### config.mk
export PLATFORM = sky130hd
export DESIGN_NAME = delimited_frame_checker_top
export DESIGN_NICKNAME = d
export VERILOG_FILES = /design/src/hw/rtl/dfc_pkg.sv /design/src/hw/rtl/dfc_in_stage.sv /design/src/hw/rtl/dfc_parser.sv /design/src/hw/rtl/dfc_out_stage.sv /design/src/hw/rtl/delimited_frame_checker_top.sv
export VERILOG_INCLUDE_DIRS = /design/src /design/src/hw/rtl
export SDC_FILE = /design/constraint.sdc
export NUM_CORES = 1
export LEC_CHECK = 0
export BUFFER_PORTS_ARGS = -buffer_cell sky130_fd_sc_hd__buf_2
export CAP_MARGIN = 20
export CORE_MARGIN = 5
export CORE_UTILIZATION = 30
export DETAILED_ROUTE_END_ITERATION = 12
export PLACE_DENSITY_LB_ADDON = 0.15
export SYNTH_ARGS = -nofsm -noshare
export SYNTH_HDL_FRONTEND = slang
export SYNTH_SLANG_ARGS = --single-unit
### constraint.sdc
create_clock -name clock -period 6.45 [get_ports clock]
set_input_delay 0.645 -clock clock [delete_from_list [all_inputs] [get_ports clock]]
set_output_delay 0.645 -clock clock [all_outputs]
set_load 0.005 [all_outputs]
### src/hw/rtl/delimited_frame_checker_top_macros.svh
// ---------------------------------------------------------------------------
// Assertion macros for the delimited frame checker
// Wraps concurrent assertions on the block clock and reset so that they can
// be compiled out with ASSERT_OFF.
// ---------------------------------------------------------------------------
`ifndef DELIMITED_FRAME_CHECKER_TOP_MACROS_SVH
`define DELIMITED_FRAME_CHECKER_TOP_MACROS_SVH

`ifndef ASSERT_OFF

// Check a property on every clock edge outside reset
`define DFC_ASSERT(name, prop, msg) \
   name: assert property (@(posedge clock) disable iff (reset) prop) else $error(msg);

// Check a property on every clock edge, reset included
`define DFC_ASSERT_ALWAYS(name, prop, msg) \
   name: assert property (@(posedge clock) prop) else $error(msg);

`else

`define DFC_ASSERT(name, prop, msg)
`define DFC_ASSERT_ALWAYS(name, prop, msg)

`endif

`endif

### src/hw/rtl/dfc_pkg.sv
// ---------------------------------------------------------------------------
// dfc_pkg
// Shared types, codes and helpers of the delimited frame checker.
// ---------------------------------------------------------------------------
`timescale 1ns / 1ps

package dfc_pkg;

   localparam logic [7:0] START_BYTE = 8'h7E;
   localparam logic [7:0] ESC_BYTE   = 8'h7D;
   localparam logic [7:0] CHECK_BASE = 8'hFF;
   localparam logic [15:0] CNT_MAX   = 16'hFFFF;

   typedef enum logic [2:0] {
      PH_HUNT   = 3'd0,
      PH_LEN_HI = 3'd1,
      PH_LEN_LO = 3'd2,
      PH_DATA   = 3'd3,
      PH_CHECK  = 3'd4,
      PH_AFTER  = 3'd5
   } phase_type;

   typedef enum logic [1:0] {
      ST_LEN_BAD = 2'd0,
      ST_CK_OK   = 2'd1,
      ST_CK_BAD  = 2'd2
   } status_type;

   typedef struct packed {
      logic [7:0] data_byte;
      logic       is_flush;
   } req_payload_type;

   typedef struct packed {
      logic [1:0]  frame_status;
      logic [15:0] frame_escapes;
      logic [15:0] total_frames;
      logic [15:0] length_ok_count;
      logic [15:0] length_bad_count;
      logic [15:0] checksum_ok_count;
      logic [15:0] checksum_bad_count;
      logic [15:0] escape_total;
   } rsp_payload_type;

   // Handshake between the parser and the stages around it
   typedef struct packed {
      logic item_valid;
      logic advance;
   } step_ctrl_type;

   // Saturating increment of a 16-bit counter
   function automatic logic [15:0] sat_inc(input logic [15:0] v);
      logic [15:0] r;
      r = (v == CNT_MAX) ? v : v + 16'd1;
      return r;
   endfunction

endpackage

### src/hw/rtl/dfc_in_stage.sv
// ---------------------------------------------------------------------------
// dfc_in_stage
// Input register: holds one request transaction until the parser consumes it.
// ---------------------------------------------------------------------------
`timescale 1ns / 1ps

module dfc_in_stage import dfc_pkg::*; (
   input  logic            clock,
   input  logic            reset,
   input  logic            req_valid,
   output logic            req_ready,
   input  req_payload_type req_payload,
   input  logic            advance,
   output logic            item_valid,
   output req_payload_type item
);

   logic            valid_ff;
   logic            valid_in;
   req_payload_type item_ff;

   // Take a new transaction when empty or when the held one moves on
   assign req_ready = !valid_ff || advance;

   always_comb begin
      valid_in = valid_ff;
      if (req_valid && req_ready) begin
         valid_in = 1'b1;
      end else if (advance) begin
         valid_in = 1'b0;
      end
   end

   always_ff @(posedge clock) begin
      if (reset) begin
         valid_ff <= 1'b0;
      end else begin
         valid_ff <= valid_in;
      end
   end

   // Payload needs no reset
   always_ff @(posedge clock) begin
      if (req_valid && req_ready) begin
         item_ff <= req_payload;
      end
   end

   assign item_valid = valid_ff;
   assign item       = item_ff;

endmodule

### src/hw/rtl/dfc_parser.sv
// ---------------------------------------------------------------------------
// dfc_parser
// Frame state machine, running sum, byte count and saturating counters.
// Works out the result of one item in a single pass.
// ---------------------------------------------------------------------------
`timescale 1ns / 1ps

`include "delimited_frame_checker_top_macros.svh"

module dfc_parser import dfc_pkg::*; (
   input  logic            clock,
   input  logic            reset,
   input  step_ctrl_type   ctrl,
   input  req_payload_type item,
   output logic            emit,
   output rsp_payload_type result
);

   phase_type   phase_ff, phase_in;
   logic [15:0] decl_len_ff, decl_len_in;
   logic [15:0] count_ff, count_in;
   logic        last_esc_ff, last_esc_in;
   logic [7:0]  sum_ff, sum_in;
   logic [7:0]  held_ck_ff, held_ck_in;
   logic [15:0] frame_esc_ff, frame_esc_in;
   logic [15:0] total_ff, total_in;
   logic [15:0] len_ok_ff, len_ok_in;
   logic [15:0] len_bad_ff, len_bad_in;
   logic [15:0] ck_ok_ff, ck_ok_in;
   logic [15:0] ck_bad_ff, ck_bad_in;
   logic [15:0] esc_total_ff, esc_total_in;

   logic        do_close;
   logic        close_good;
   logic        do_open;
   logic        do_escape;
   logic        do_data;
   logic        ck_match;
   logic [7:0]  b;
   logic [15:0] count_inc;
   status_type  status;

   assign b         = item.data_byte;
   assign count_inc = count_ff + 16'd1;

   // Decode frame events and next phase
   always_comb begin
      phase_in   = phase_ff;
      do_close   = 1'b0;
      close_good = 1'b0;
      do_open    = 1'b0;
      do_escape  = 1'b0;
      do_data    = 1'b0;
      if (item.is_flush) begin
         if (phase_ff != PH_HUNT) begin
            do_close   = 1'b1;
            close_good = (phase_ff == PH_AFTER);
            phase_in   = PH_HUNT;
         end
      end else begin
         unique case (phase_ff)
            PH_LEN_HI: begin
               phase_in = PH_LEN_LO;
            end
            PH_LEN_LO: begin
               phase_in = ({decl_len_ff[15:8], b} == 16'd0) ? PH_CHECK : PH_DATA;
            end
            PH_DATA: begin
               if (b == START_BYTE) begin
                  if (last_esc_ff) begin
                     do_escape = 1'b1;
                  end else begin
                     do_close = 1'b1;
                     do_open  = 1'b1;
                  end
               end else begin
                  do_data = 1'b1;
                  if (count_inc == decl_len_ff) begin
                     phase_in = PH_CHECK;
                  end
               end
            end
            PH_CHECK: begin
               phase_in = PH_AFTER;
            end
            PH_AFTER: begin
               do_close = 1'b1;
               if (b == START_BYTE) begin
                  close_good = 1'b1;
                  do_open    = 1'b1;
               end else begin
                  phase_in = PH_HUNT;
               end
            end
            default: begin
               // Hunting, and any code outside the frame phases
               phase_in = PH_HUNT;
               if (b == START_BYTE) begin
                  do_open = 1'b1;
               end
            end
         endcase
         if (do_open) begin
            phase_in = PH_LEN_HI;
         end
      end
   end

   // Update frame datapath
   always_comb begin
      decl_len_in = decl_len_ff;
      count_in    = count_ff;
      last_esc_in = last_esc_ff;
      sum_in      = sum_ff;
      held_ck_in  = held_ck_ff;
      if (!item.is_flush) begin
         if (phase_ff == PH_LEN_HI) begin
            decl_len_in = {b, 8'h00};
         end
         if (phase_ff == PH_LEN_LO) begin
            decl_len_in = {decl_len_ff[15:8], b};
         end
         if (phase_ff == PH_CHECK) begin
            held_ck_in = b;
         end
      end
      if (do_data) begin
         sum_in      = sum_ff + b;
         count_in    = count_inc;
         last_esc_in = (b == ESC_BYTE);
      end
      if (do_escape) begin
         // Take the escape byte back out of the sum and add the start byte
         sum_in      = sum_ff - ESC_BYTE + START_BYTE;
         last_esc_in = 1'b0;
      end
      if (do_open) begin
         decl_len_in = '0;
         count_in    = '0;
         last_esc_in = 1'b0;
         sum_in      = '0;
         held_ck_in  = '0;
      end
   end

   // Update counters and build the result
   assign ck_match = (held_ck_ff == CHECK_BASE - sum_ff);

   always_comb begin
      total_in     = do_open ? sat_inc(total_ff) : total_ff;
      esc_total_in = do_escape ? sat_inc(esc_total_ff) : esc_total_ff;
      frame_esc_in = frame_esc_ff;
      if (do_escape) begin
         frame_esc_in = sat_inc(frame_esc_ff);
      end
      if (do_open) begin
         frame_esc_in = '0;
      end
      len_ok_in  = len_ok_ff;
      len_bad_in = len_bad_ff;
      ck_ok_in   = ck_ok_ff;
      ck_bad_in  = ck_bad_ff;
      status     = ST_LEN_BAD;
      if (do_close) begin
         if (!close_good) begin
            len_bad_in = sat_inc(len_bad_ff);
            status     = ST_LEN_BAD;
         end else begin
            len_ok_in = sat_inc(len_ok_ff);
            if (ck_match) begin
               ck_ok_in = sat_inc(ck_ok_ff);
               status   = ST_CK_OK;
            end else begin
               ck_bad_in = sat_inc(ck_bad_ff);
               status    = ST_CK_BAD;
            end
         end
      end
   end

   assign emit                      = ctrl.item_valid && do_close;
   assign result.frame_status       = status;
   assign result.frame_escapes      = frame_esc_ff;
   assign result.total_frames       = total_ff;
   assign result.length_ok_count    = len_ok_in;
   assign result.length_bad_count   = len_bad_in;
   assign result.checksum_ok_count  = ck_ok_in;
   assign result.checksum_bad_count = ck_bad_in;
   assign result.escape_total       = esc_total_ff;

   // Commit state when the item moves on
   always_ff @(posedge clock) begin
      if (reset) begin
         phase_ff     <= PH_HUNT;
         decl_len_ff  <= '0;
         count_ff     <= '0;
         last_esc_ff  <= 1'b0;
         sum_ff       <= '0;
         held_ck_ff   <= '0;
         frame_esc_ff <= '0;
         total_ff     <= '0;
         len_ok_ff    <= '0;
         len_bad_ff   <= '0;
         ck_ok_ff     <= '0;
         ck_bad_ff    <= '0;
         esc_total_ff <= '0;
      end else if (ctrl.advance) begin
         phase_ff     <= phase_in;
         decl_len_ff  <= decl_len_in;
         count_ff     <= count_in;
         last_esc_ff  <= last_esc_in;
         sum_ff       <= sum_in;
         held_ck_ff   <= held_ck_in;
         frame_esc_ff <= frame_esc_in;
         total_ff     <= total_in;
         len_ok_ff    <= len_ok_in;
         len_bad_ff   <= len_bad_in;
         ck_ok_ff     <= ck_ok_in;
         ck_bad_ff    <= ck_bad_in;
         esc_total_ff <= esc_total_in;
      end
   end

   `DFC_ASSERT(a_total_monotonic, 1'b1 |=> total_ff >= $past(total_ff), "frame total went down")
   `DFC_ASSERT(a_esc_total_covers_frame, esc_total_ff >= frame_esc_ff, "escape total too low")
   `DFC_ASSERT(a_check_after_full_count, phase_ff == PH_CHECK |-> count_ff == decl_len_ff, "checksum phase before all data bytes")
   `DFC_ASSERT(a_no_result_while_hunting, emit |-> phase_ff != PH_HUNT, "result emitted while hunting")

endmodule

### src/hw/rtl/dfc_out_stage.sv
// ---------------------------------------------------------------------------
// dfc_out_stage
// Result register: holds one response transaction until it is taken.
// ---------------------------------------------------------------------------
`timescale 1ns / 1ps

module dfc_out_stage import dfc_pkg::*; (
   input  logic            clock,
   input  logic            reset,
   input  logic            load,
   input  rsp_payload_type result,
   output logic            out_free,
   output logic            rsp_valid,
   input  logic            rsp_ready,
   output rsp_payload_type rsp_payload
);

   logic            valid_ff;
   logic            valid_in;
   rsp_payload_type payload_ff;

   // Room for a new result when empty or when the held one leaves now
   assign out_free = !valid_ff || rsp_ready;

   always_comb begin
      valid_in = valid_ff;
      if (load) begin
         valid_in = 1'b1;
      end else if (rsp_ready) begin
         valid_in = 1'b0;
      end
   end

   always_ff @(posedge clock) begin
      if (reset) begin
         valid_ff <= 1'b0;
      end else begin
         valid_ff <= valid_in;
      end
   end

   always_ff @(posedge clock) begin
      if (load) begin
         payload_ff <= result;
      end
   end

   assign rsp_valid   = valid_ff;
   assign rsp_payload = payload_ff;

endmodule

### src/hw/rtl/delimited_frame_checker_top.sv
// Delimited frame checker: takes one stream byte (or an end-of-stream flush)
// per request transaction, at a sustained rate of one transaction per clock,
// and returns one response transaction for every frame it closes, carrying the
// frame status, its escape count and the running saturating counters. An item
// is held in the input register while the frame state and counters are
// updated in one pass, and its result is registered in the response register
// as the item moves on; transactions stall only when a result is due while the
// response register is still full.
// ---------------------------------------------------------------------------
// delimited_frame_checker_top
// Top level: input register, frame parser and response register.
// ---------------------------------------------------------------------------
`timescale 1ns / 1ps

module delimited_frame_checker_top import dfc_pkg::*; (
   input  logic            clock,
   input  logic            reset,
   input  logic            req_valid,
   output logic            req_ready,
   input  req_payload_type req_payload,
   output logic            rsp_valid,
   input  logic            rsp_ready,
   output rsp_payload_type rsp_payload
);

   logic            item_valid;
   req_payload_type item;
   logic            emit;
   logic            out_free;
   rsp_payload_type result;
   step_ctrl_type   ctrl;

   // Advance unless a result is due and the response register is full
   assign ctrl.item_valid = item_valid;
   assign ctrl.advance    = item_valid && (!emit || out_free);

   dfc_in_stage u_in_stage (
      .clock       (clock),
      .reset       (reset),
      .req_valid   (req_valid),
      .req_ready   (req_ready),
      .req_payload (req_payload),
      .advance     (ctrl.advance),
      .item_valid  (item_valid),
      .item        (item)
   );

   dfc_parser u_parser (
      .clock  (clock),
      .reset  (reset),
      .ctrl   (ctrl),
      .item   (item),
      .emit   (emit),
      .result (result)
   );

   dfc_out_stage u_out_stage (
      .clock       (clock),
      .reset       (reset),
      .load        (ctrl.advance && emit),
      .result      (result),
      .out_free    (out_free),
      .rsp_valid   (rsp_valid),
      .rsp_ready   (rsp_ready),
      .rsp_payload (rsp_payload)
   );

endmodule

==> summary by stage, run 1 <==
Placement
During placement, the flow inserted port buffers numbering 128. The pre-CTS setup slack is approximately 2800 ps. The half-perimeter wire length of the detailed placement result is 24150 um. The weighted congestion at the end of routability-driven global placement is 0.8277.

Synthesis
After synthesis, the share of flip-flops with an asynchronous set or reset is 0%. The synthesized netlist net count is 1454. The count of flip-flops with a built-in enable after synthesis is 123. Sequential elements use 50.28% of the synthesized area. The netlist area before placement is between 10000 and 15000 um2. For this run, the leading register cell type out of synthesis is sky130_fd_sc_hd__dfxtp_1. The gate count of the mapped netlist is 1424.

Counting distinct cell types in the post-synthesis netlist gives 89. The count of synthesis-stage warnings from yosys is 0. After synthesis, the mean cell area works out to 9.800 um2. The total of flip-flops plus latches after synthesis is 289.

Pwr
The sum of internal, switching and leakage power is 3.821 mW. Registers are responsible for 50.6% of the overall power. The clock group share of total power is 47.0%. The worst-case IR drop observed on VDD is approximately 0.13 mV. Dividing total power by cell area gives a power density of 237.5 nW/um2. The part of the total power dissipated in combinational logic is 2.4%. Of the total power, the share spent switching nets is 21.81%.

The net load switching power is approximately 0.83 mW. The internal power component is 2.988 mW. The analysis attributes to cell leakage a power of around 5.4 nW.

GRT
The sum of overflow across all layers after global routing is 0. Entering global routing, the biggest net connects 82 pins. The number of antenna violations at the first check in global routing was 0. The total routing usage reported by global routing is 13.51%. For met3 alone, demand over resource in global routing was under 10%. In the global route stage, met1 resource usage came out at 18.85%. The number of global-route vias before repair is 10.11k. The layer flagged by global routing as most heavily used is met2. The met2 usage in global routing is 21.16%. The first-pass GRT wire length is 56080 um.

Route
In this run, the number of DRC markers left after iteration 0 of detailed routing was 771. In this run the remaining antenna-violating nets after routing total 0. The routed length per placed instance is 16.30 um. Summing over every cut layer, the via total after detailed routing is roughly 11k. Dividing the detail-routed via count by the number of cells gives between 4 and 5.

In the routed design, unresolved DRC markers number 0. For this block, the routed nets add up to about 35000 um of wire. The first TritonRoute pass finished after 5 iterations.

STA
In this run the tightest slew margin relative to its limit is 30.94%. The final critical path takes up 55.94% of the cycle. Summed over all failing endpoints, the final setup total negative slack is 0 ps. The final number of max-transition violations is 0. The worst setup margin is 2842 ps. The highest clock frequency the design can meet is between 200 and 300 MHz. The final count of negative-setup-slack endpoints is 0. The final setup skew is 12.03 ps. The clock period could shrink to 3608 ps. Setup repair after global routing left no endpoint under its margin. The final hold violation count is 0. At the pin with the least slew margin, the transition time is 1033 ps.

Cells and area
The share of layout cells above drive strength 1 is 15.53%. The utilization after layout is 34.77%. From synthesis to final layout, the design area changed by 15.27%.

The layout has 4737 filler cells. The net count of the finished layout is around 1.5k. The repair_antennas step left the layout with diodes totalling 0.

Clocking
After clock tree synthesis, the clock-pin slew on the worst setup and hold paths is 60 ps. After clock tree synthesis, the setup repair step added 0 buffers. The root buffer cell chosen for the clock tree is sky130_fd_sc_hd__clkbuf_16. The clock tree from TritonCTS is built. The number of gates resized after CTS was 0. The maximum level of the CTS H-tree is 2. The worst-skew pair later-pin latency is ~530 ps. The CTS sink count is 289.

The clock buffer count from CTS is 34. The maximum root-to-sink buffer count is 3. The number of buffers inserted by hold repair at cts is 0.

Worst hold path
The tightest min-delay check is of the in -> reg type.

Setup path
The largest fanout on the critical path is roughly 80. By startpoint and endpoint, the worst setup path is classified as reg -> reg. The reg-to-reg setup timing slack is 2840 ps.

The data required time of the worst path is 6610 ps. The worst setup path is launched from a flip-flop. The capturing element type of the critical path is a flip-flop. At the worst endpoint, the arrival time is 3770 ps.

Floorplanning
The placeable core region is about 46000 um2. For this design the top-level I/O count stands at 129. The die footprint is ~51000 um2. The die height is ~230 um. For this configuration, the core starts out at a cell density of 30.17%. The width of the chip is 225.7 um.

The standard-cell row count is 79.

Job
The number of violations of the max-capacitance limit is 0.

Run status
The flow ran to the end, and the final reports show no timing, DRC or antenna violations.
-- worst max-delay path, cell delays in order (launching register included) --
cell	delay, ps
sky130_fd_sc_hd__dfxtp_1	590
sky130_fd_sc_hd__nor4bb_1	360
sky130_fd_sc_hd__nand4_1	220
sky130_fd_sc_hd__a21oi_2	450
sky130_fd_sc_hd__nand2_1	200
sky130_fd_sc_hd__nor2_4	830
sky130_fd_sc_hd__buf_12	420
-- cells by family (layout without fill, tap and decap cells) --
logic type / count (synthesis) / count (layout) / share of synthesized area (%)
and+or+nand+nor: 637 / 637 / 24.57
xor gates and xnor gates: 143 / 143 / 8.975
buffers and inverters: 106 / 221 / 3.470
adders and majority gates: 17 / 17 / 1.578
DFF: 289 / 289 / 50.28
AOI/OAI and AO/OA: 216 / 216 / 9.872
muxes: 16 / 16 / 1.255
-- sequential cells by signal (all words and copies together), names as in the netlist, 9 cells and up --
| register | flops |
|---|---|
| u_parser.frame_esc_ff | 16 |
| u_parser.count_ff | 16 |
| u_parser.len_bad_ff | 16 |
| u_in_stage.item | 9 |
| u_parser.len_ok_ff | 16 |
| u_out_stage.rsp_payload | 114 |
| u_parser.decl_len_ff | 16 |
| u_parser.esc_total_ff | 16 |
| u_parser.total_ff | 16 |
| u_parser.ck_bad_ff | 16 |
| u_parser.ck_ok_ff | 16 |
-- final timing paths --
check / start / cells after the start / end
setup / recovery: u_parser.phase_ff[0] / 6 / u_out_stage.rsp_payload[111]
hold / removal: req_payload[4] / 1 / u_in_stage.item[4]
setup reg to reg: u_parser.phase_ff[0] / 6 / u_out_stage.rsp_payload[111]
hold reg to reg: u_parser.esc_total_ff[10] / 0 / u_out_stage.rsp_payload[10]
-- cell usage in the layout, fill, tap and decap left out, types with 6 or more instances in the layout --
cell,count
sky130_fd_sc_hd__and2_1,12
sky130_fd_sc_hd__nor4_1,14
sky130_fd_sc_hd__nor2b_1,11
sky130_fd_sc_hd__o21a_1,6
sky130_fd_sc_hd__clkbuf_1,6
sky130_fd_sc_hd__edfxtp_1,123
sky130_fd_sc_hd__clkinv_1,7
sky130_fd_sc_hd__nand3_1,88
sky130_fd_sc_hd__and3_1,26
sky130_fd_sc_hd__o21ai_0,33
sky130_fd_sc_hd__or3_1,30
sky130_fd_sc_hd__nand2b_1,9
sky130_fd_sc_hd__xor2_1,63
sky130_fd_sc_hd__clkbuf_16,35
sky130_fd_sc_hd__buf_4,8
sky130_fd_sc_hd__o211ai_1,9
sky130_fd_sc_hd__nor2_1,156
sky130_fd_sc_hd__nor3_1,56
sky130_fd_sc_hd__a311oi_1,9
sky130_fd_sc_hd__xnor2_1,80
sky130_fd_sc_hd__dfxtp_1,166
sky130_fd_sc_hd__nand2_1,117
sky130_fd_sc_hd__a21oi_1,104
sky130_fd_sc_hd__inv_1,25
sky130_fd_sc_hd__ha_1,16
sky130_fd_sc_hd__clkinv_2,8
sky130_fd_sc_hd__mux2i_1,7
sky130_fd_sc_hd__mux2_2,8
sky130_fd_sc_hd__nand4_1,43
sky130_fd_sc_hd__or4_1,6
sky130_fd_sc_hd__buf_2,127
sky130_fd_sc_hd__and4_1,13
sky130_fd_sc_hd__a21o_1,6
-- area by class of cell --
| type | count | area, um2 | share of cell area (%) |
|---|---|---|---|
| inverters | 25 | 93.84 | 0.5834 |
| flip-flops and latches | 289 | 7017 | 43.62 |
| well taps | 607 | 759.5 | 4.722 |
| clock buffers | 42 | 912.1 | 5.671 |
| multi-input cells | 1029 | 6475 | 40.25 |
| repair buffers | 136 | 715.7 | 4.449 |
| clock inverters | 18 | 112.6 | 0.7001 |
-- power groups by stage --
stage,registers (mW),logic (mW),clock network [mW]
finish,1.93,0.0924,1.79
global route,1.94,0.103,1.95
CTS,1.93,0.0952,1.88
detailed placement,1.97,0.0951,0
global placement,1.97,0.0950,0
floorplan,1.97,0.0583,0
-- synth_stat cells (all sizes together), types with 6 or more instances --
library cell,number,area (um2)
nor2,160,621.9
and3,26,162.7
o211ai,9,67.56
dfxtp,166,3323
nand4,48,349.1
nand2,118,442.9
nor2b,11,68.82
and4,14,125.1
xnor2,80,700.7
edfxtp,123,3694
buf,39,226.5
nand2b,9,56.30
xor2,63,551.8
o21a,6,45.04
nor3,60,320.3
clkbuf,42,163.9
or2,6,37.54
a21o,6,45.04
or4,8,67.56
or3,31,198.9
a21oi,107,543.0
inv,25,93.84
nor4,22,231.5
ha,16,200.2
a311oi,10,93.84
mux2i,7,70.07
mux2,9,105.1
a211oi,7,70.07
o21ai,33,165.2
a31oi,6,52.55
nand3,91,470.5
and2,12,75.07
-- layer usage --
metal,share of wire [%],vias up
li1,-,5318
met1,48,4998
met2,45,192
met3,4.7,58
met4,2.5,0
met5,0,-
-- per-stage QoR --
step | cells | area [um2] | hold WS, ps
final | 2146 | 16090 | 306.6
after global routing | 2146 | 16090 | 279.7
after CTS | 2145 | 16080 | 268.9
after detailed placement | 2085 | 15050 | 435.8
after global placement | 2085 | 15050 | 452.9
after floorplan | 1424 | 13960 | 408.2
Power figures use the tool's default switching activity.
==> run 2, diff against run 1 <==
Clock period 6.45 ns to 3.2 ns, I/O delays scaled along.
==> summary by stage, run 2 (synthesis gave the netlist of run 1 again) <==
GRT
In this run the most used layer during global routing was met2. The sum of overflow across all layers after global routing is 0. The first global-routing pass estimated 57460 um of wire.

The number of antenna violations at the first check in global routing came to 0. The pin count of the biggest net entering global routing is 75. The routing usage on met3 is 2.990%. Global routing consumed, over all layers together, between 10% and 20% of the routing resources. The global-route met1 utilization is 19.22%. The number of global-route vias before repair is between 10k and 15k. For met2 alone, demand over resource in global routing was 22.21%.

Clocking
The clock buffer count from CTS is 36. Clock latency on the worst-skew pair, taken at its later pin, is 540 ps. The clock tree from TritonCTS is built.

The maximum level of the CTS H-tree is 2. The tree is rooted in a sky130_fd_sc_hd__clkbuf_16. The tree built by TritonCTS fans out to between 200 and 300 sinks.

The maximum root-to-sink buffer count is 3. The post-CTS setup repair buffer count is 0. The clock-pin slew of the registers on the worst-case setup and hold paths is approximately 60 ps.

STA
The final hold violation count is 0. The worst path in the final design needs a cycle of 3004 ps, including I/O delays and setup. The highest clock frequency the design can meet is 332.9 MHz.

The final number of max-transition violations was 0. The final setup skew is 20.77 ps. The final count of negative-setup-slack endpoints is 0. Setup repair after global routing left no endpoint under its margin. In this run the tightest slew margin relative to its limit is 39.55%. In the finished design, the share of the clock period the worst path needs comes to 93.88%. The summed negative setup slack over all endpoints is 0 ps. The slew at the pin with the worst max-slew slack is roughly 900 ps.

Pwr
Sequential cells account for 46.7% of the total power. The ratio of total power to cell area is 500.6 nW/um2. The static leakage power is 5.680 nW. The internal power component is 6.542 mW.

The clock group share of total power is a little over 50%. Of the total power, the share spent switching nets is between 20% and 30%. The part of the total power dissipated in combinational logic is 2.6%. The analysis attributes to net switching a power of approximately 1.8 mW. VDD sags by at most ~0.3 mV.

Cells and area
The total area of multi-input combinational cells is 6487 um2. Once layout is complete, the cells apart from fillers number roughly 2.2k. The layout-stage area growth over the synthesis result is 19.40%. The net count of the finished layout is 1584. 0 antenna diodes ended up in the layout. The most frequent standard cell in the layout excluding fill and tap cells is sky130_fd_sc_hd__dfxtp_1. The post-route netlist has ~18% of its cells at a drive strength greater than 1. Leaving out fill and tap cells, the most frequent cells in the layout are 164 x sky130_fd_sc_hd__dfxtp_1, 155 x sky130_fd_sc_hd__nor2_1, 127 x sky130_fd_sc_hd__buf_2.

The filler cell count is 4730. The area occupied by registers is 7019 um2. The number of flip-flops in the largest register is roughly 110.

Route
For this run, design rule violations remaining after detail routing come to 0. The length of the first detailed-routing pass in iterations is 5. The total wire length is 36160 um. The routed length per placed instance is between 15 and 20 um.

The detailed router placed approximately 11k vias in this run. Using the TritonRoute via totals, the vias-per-cell ratio works out to 4.930. Once detail routing completed, the nets flagged for antenna violations numbered 0. The iteration-0 DRC count of the detailed router is between 600 and 700.

Setup path
For the worst setup path, the data required time is 2880 ps. The nature of the critical path startpoint is a flip-flop. The cell class contributing the biggest share of worst-path delay is simple AND/OR/NAND/NOR gates.

On the critical path, the stage with the largest delay is an instance of sky130_fd_sc_hd__dfxtp_2. The arrival time reported for the critical path endpoint is 2680 ps. The critical path goes through nor4bb_1 -> nand4_1 -> a21oi_4 -> nand2_2 -> nor2_2 -> inv_1 -> buf_2. The largest stage delay on the critical path is between 400 and 500 ps.

The classification of the worst setup path is reg -> out. The largest fanout on the critical path is 14. The capturing element type of the critical path is an output port.

The number of buffers and inverters on the critical path is 2.

Placement
Detailed placement ended at an HPWL of 25850 um. The weighted congestion at the end of routability-driven global placement is 0.8428. The post-placement cell count is approximately 2.1k.

The number of buffers inserted by port buffering is 128.

Floorplanning
The placeable core region is roughly 46000 um2. Measured along the x axis, the die boundary spans about 230 um. The floorplan has 79 rows.

The die footprint is 50930 um2. In this run the count of I/O pins placed on the die edge is between 100 and 150. The starting density of the core is between 30% and 40%. The die height is 225.7 um.

Run status
The flow ran to the end, and the final reports show no timing, DRC or antenna violations.

Worst hold path
The classification of the worst-slack hold path is in -> reg.

Job
The number of violations of the max-capacitance limit is 0.
run 2: cell types whose count changed in the layout (fill, tap and decap cells not counted), sizes merged:
cell	delta
bufinv	+4
dlygate4sd3	+10
buf	+27
clkinvlp	+1
clkinv	-1
clkbuf	+2
run 2: worst min-delay path, cell delays in order:
cell                       delay [ps]
sky130_fd_sc_hd__buf_2            140
sky130_fd_sc_hd__nand2b_1         200
sky130_fd_sc_hd__a21oi_1           90
run 2: path summary, 6_finish.rpt:
check	end	startpoint	depth (start not counted)	slack (ps)
min reg2reg	u_out_stage.rsp_payload[10]	u_parser.esc_total_ff[10]	0	460
max reg2reg	u_parser.esc_total_ff[15]	u_in_stage.item[7]	7	300
min	u_out_stage.rsp_valid	rsp_ready	3	280
max	req_ready	u_parser.phase_ff[0]	7	200
run 2: what timing repair did:
action / in CTS / in global routing
gates resized for setup: 1 / 3
pin swaps: 0 / 0
hold endpoints to repair: 10 / 0
endpoints found under the setup margin: 1 / 1
hold buffers: 10 / 0
run 2: area by class of cell:
class                   count  share of cell area (%)
inverters                  25                  0.5632
clock buffers              44                   5.902
well taps                 607                   4.558
flip-flops and latches    289                   42.13
multi-input cells        1029                   38.94
repair buffers            173                   6.413
clock inverters            22                   1.502
run 2: metal layers:
layer / routed length [um] / part of all wire, % / up-vias
li1: - / - / 5401
met3: 1725 / 4.8 / 44
met4: 798 / 2.2 / 0
met2: 16740 / 46 / 196
met1: 16900 / 47 / 5150
met5: 0 / 0 / -
run 2: stage by stage:
stage | utilization (%) | hold WS (ps) | cell area [um2] | setup slack (ps) | power (mW)
finish | 36.02 | 276.2 | 16660 | 195.7 | 8.342
global route | 36.02 | 264.1 | 16660 | 17.08 | 8.692
CTS | 36.00 | 238.0 | 16650 | 41.83 | 8.511
detailed placement | 33.11 | 456.6 | 15320 | 346.4 | 4.189
global placement | 33.11 | 450.6 | 15320 | 338.4 | 4.187
floorplan | - | 408.2 | 13970 | -320.7 | 4.085
run 2: power groups by stage:
stage / clock network [mW] / registers [mW] / logic (mW)
4_1_cts: 4.39 / 3.89 / 0.225
3_3_place_gp: 0 / 3.97 / 0.215
6_report: 4.23 / 3.89 / 0.218
2_1_floorplan: 0 / 3.97 / 0.118
5_1_grt: 4.55 / 3.89 / 0.242
3_5_place_dp: 0 / 3.97 / 0.215
==> run 3, diff against run 2 <==
Settings changed: CORE_ASPECT_RATIO set to 0.7, GPL_TIMING_DRIVEN set to 0.
Clock period 3.2 ns to 3 ns, I/O delays scaled along.
==> summary by stage, run 3 (synthesis gave the netlist of run 1 again) <==
GRT
Global routing finished with a remaining overflow of 0. Entering global routing, the biggest net connects 33 pins. The number of global-route vias before repair is 10.53k. The first-pass GRT wire length is 61260 um.

The number of antenna violations at the first check in global routing is 0. The total routing usage reported by global routing is 15.00%.

Floorplanning
The die footprint is 51000 um2. The number of top-level pins is about 130. Once the floorplan was initialized, standard cells occupied 30.18% of the core. In this run the vertical extent of the chip is 190.4 um.

The total area inside the core boundary comes to 46240 um2. The standard-cell row count is 66. The width of the chip is 267.8 um.

Placement
The number of buffers inserted by port buffering is roughly 130. Summed over all nets, the half-perimeter wirelength after detailed placement is 28040 um. Summing all placed instances gives a cell area of 15450 um2. The post-placement cell count is around 2.2k. The congestion estimate from routability-driven global placement came to slightly above 0.8.

STA
The final count of negative-setup-slack endpoints is 0. After layout, the minimum clock period comes to 2857 ps. The final number of max-transition violations is 0. Of the available clock period, the critical path in the final layout requires 95.25%. The final hold violation count is 0.

The worst slew slack as a fraction of its limit is ~34%. For the final routed database, the setup TNS stands at 0 ps. The highest clock frequency the design can meet is between 300 and 400 MHz. Between clock sinks in the finished design, the worst skew comes to around 11 ps.

Setup repair after global routing could not meet its margin everywhere. The slew at the pin with the worst max-slew slack is just under 1000 ps.

Setup path
The data required time of the worst path is 2700 ps. By startpoint and endpoint, the worst setup path is classified as reg -> out. Traced cell by cell, the critical path runs through buf_6 -> nor3b_4 -> nand4_1 -> a21oi_4 -> nand2_2 -> nor2_1 -> inv_1 -> buf_2.

STA classifies the critical path startpoint as a flip-flop. The slowest stage cell on the critical path is sky130_fd_sc_hd__edfxtp_1. The startpoint of the lowest-slack register-to-register path is u_parser.count_ff[0]. The depth of the worst register-to-register path is 9. The capturing element type of the critical path is an output port. Of all nets on the critical path, the largest fanout is 9.

Among cell families on the critical path, the largest total delay comes from simple AND/OR/NAND/NOR gates. The largest stage delay on the critical path is between 300 and 400 ps. In this run the critical register-to-register path is captured at u_parser.phase_ff[0]. The number of buffers and inverters on the critical path is 3. Data on the critical path arrives at its endpoint at between 2000 and 3000 ps. Setup slack on the worst reg-to-reg path comes out at about 150 ps.

Cells and area
The most frequent standard cell in the layout excluding fill and tap cells is sky130_fd_sc_hd__dfxtp_1. At the end of the flow the core is filled with cells to a little over a third. The number of flip-flops in the largest register is 114.

The layout has 4744 filler cells. The layout-stage area growth over the synthesis result is 20.05%. The area occupied by registers is 7017 um2.

The finished cells cover approximately 17000 um2. In the final layout, the share of cells above drive strength 1 is 18.22%. The number of standard cells in the final layout excluding fillers is 2242. 0 antenna diodes ended up in the layout.

The top cell types in the final layout, fill and taps aside, are 166 x sky130_fd_sc_hd__dfxtp_1, 156 x sky130_fd_sc_hd__nor2_1, 153 x sky130_fd_sc_hd__buf_2. In the final layout, the multi-input gates occupy 6515 um2. The number of nets at the end of the flow is 1636.

Route
The length of the first detailed-routing pass in iterations is 5. The antenna violation net count after detailed routing is 0. The via density per instance is 4.942. The iteration-0 DRC count of the detailed router is 680.

Detailed routing inserted a total of 11.08k vias. After detailed routing, the total wire length is roughly 39000 um. In the final routed layout, each cell accounts on average for 17.47 um. In the routed design, unresolved DRC markers number 0.

Job
Max-cap violations in this run came to 0.

Run status
The run finished with clean final reports.

Worst hold path
For hold timing, the worst endpoint is u_out_stage.rsp_valid. The count of cells along the worst hold path is 3. The classification of the worst-slack hold path is in -> reg.

The startpoint identified for the worst hold timing path is rsp_ready.

Clocking
In this run the number of H-tree levels came out at 1. The clock tree from TritonCTS is built. The maximum root-to-sink buffer count is 3. The CTS sink count is between 200 and 300. The worst-skew pair later-pin latency is 580 ps.

The clock-pin slew of the registers on the worst-case setup and hold paths is roughly 70 ps. The clock root buffer master is sky130_fd_sc_hd__clkbuf_16. The number of clock buffers added by TritonCTS is 31.

Pwr
For this design the ratio of total power to cell area is between 500 and 600 nW/um2. Summing internal, switching and leakage power gives between 8 and 9 mW. For this design the static power due to leakage is 5.731 nW. The worst ir drop on vdd is 0.4020 mV.
## run 3: power by group
| part | leakage [nW] | switching, mW | internal [mW] |
|---|---|---|---|
| clock network | 0.509 | 1.63 | 2.43 |
| registers | 2.41 | 0.0192 | 4.12 |
| logic | 2.81 | 0.201 | 0.0908 |
| total | 5.73 | 1.85 | 6.64 |
## run 3: layout make-up
type / count / area share, %
plain buffers: 79 / 2.360
clock buffers: 35 / 4.780
well taps: 612 / 4.571
repair buffers: 151 / 5.318
multi-input cells: 1029 / 38.89
clock inverters: 22 / 1.636
inverters: 25 / 0.5602
flip-flops and latches: 289 / 41.89
## run 3: worst register-to-register path, cell delays in order (launching register included)
cell and delay [ps]:
sky130_fd_sc_hd__dfxtp_1 440, sky130_fd_sc_hd__ha_1 190, sky130_fd_sc_hd__buf_2 190, sky130_fd_sc_hd__nand3_2 220, sky130_fd_sc_hd__a211oi_1 310, sky130_fd_sc_hd__a2bb2oi_1 160
sky130_fd_sc_hd__or4b_1 500, sky130_fd_sc_hd__nor4_4 350, sky130_fd_sc_hd__o31a_2 200, sky130_fd_sc_hd__mux2i_1 210
## run 3: worst max-delay path by stage
stage | start | endpoint | slack [ps] | depth (start not counted)
after detailed placement | u_in_stage.item[7] | u_parser.ck_bad_ff[13] | -430 | 9
after CTS | u_parser.count_ff[0] | u_parser.phase_ff[0] | 5 | 9
final | u_in_stage.item[8] | req_ready | 140 | 8
after floorplan | u_in_stage.item[8] | u_out_stage.rsp_payload[0] | -520 | 6
after global placement | u_in_stage.item[2] | u_out_stage.rsp_payload[105] | -1800 | 5
after global routing | u_in_stage.item[8] | req_ready | -20 | 8
## run 3: timing repair
item	4_1_cts	5_1_grt
hold buffers	10	0
endpoints found under the hold margin	10	0
pin swaps	1	2
setup endpoints to repair	46	25
gates resized for setup	5	10
buffers inserted	8	2
## run 3: routing by layer
layer  vias to the layer above  global-route usage (%)  routed length (um)
li1                       5500                       -                   -
met1                      5331                   22.70               19650
met2                       216                   22.74               16790
met3                        34                   2.502                2158
met4                         0                   2.742                 577
met5                         -                       0                   0
## run 3: metrics by stage
step	hold slack (ps)	worst slack [ps]
floorplan	398.9	-520.7
global placement	453.5	-1804
detailed placement	454.7	-426.2
CTS	138.2	4.794
global route	178.3	-24.45
finish	176.4	142.6
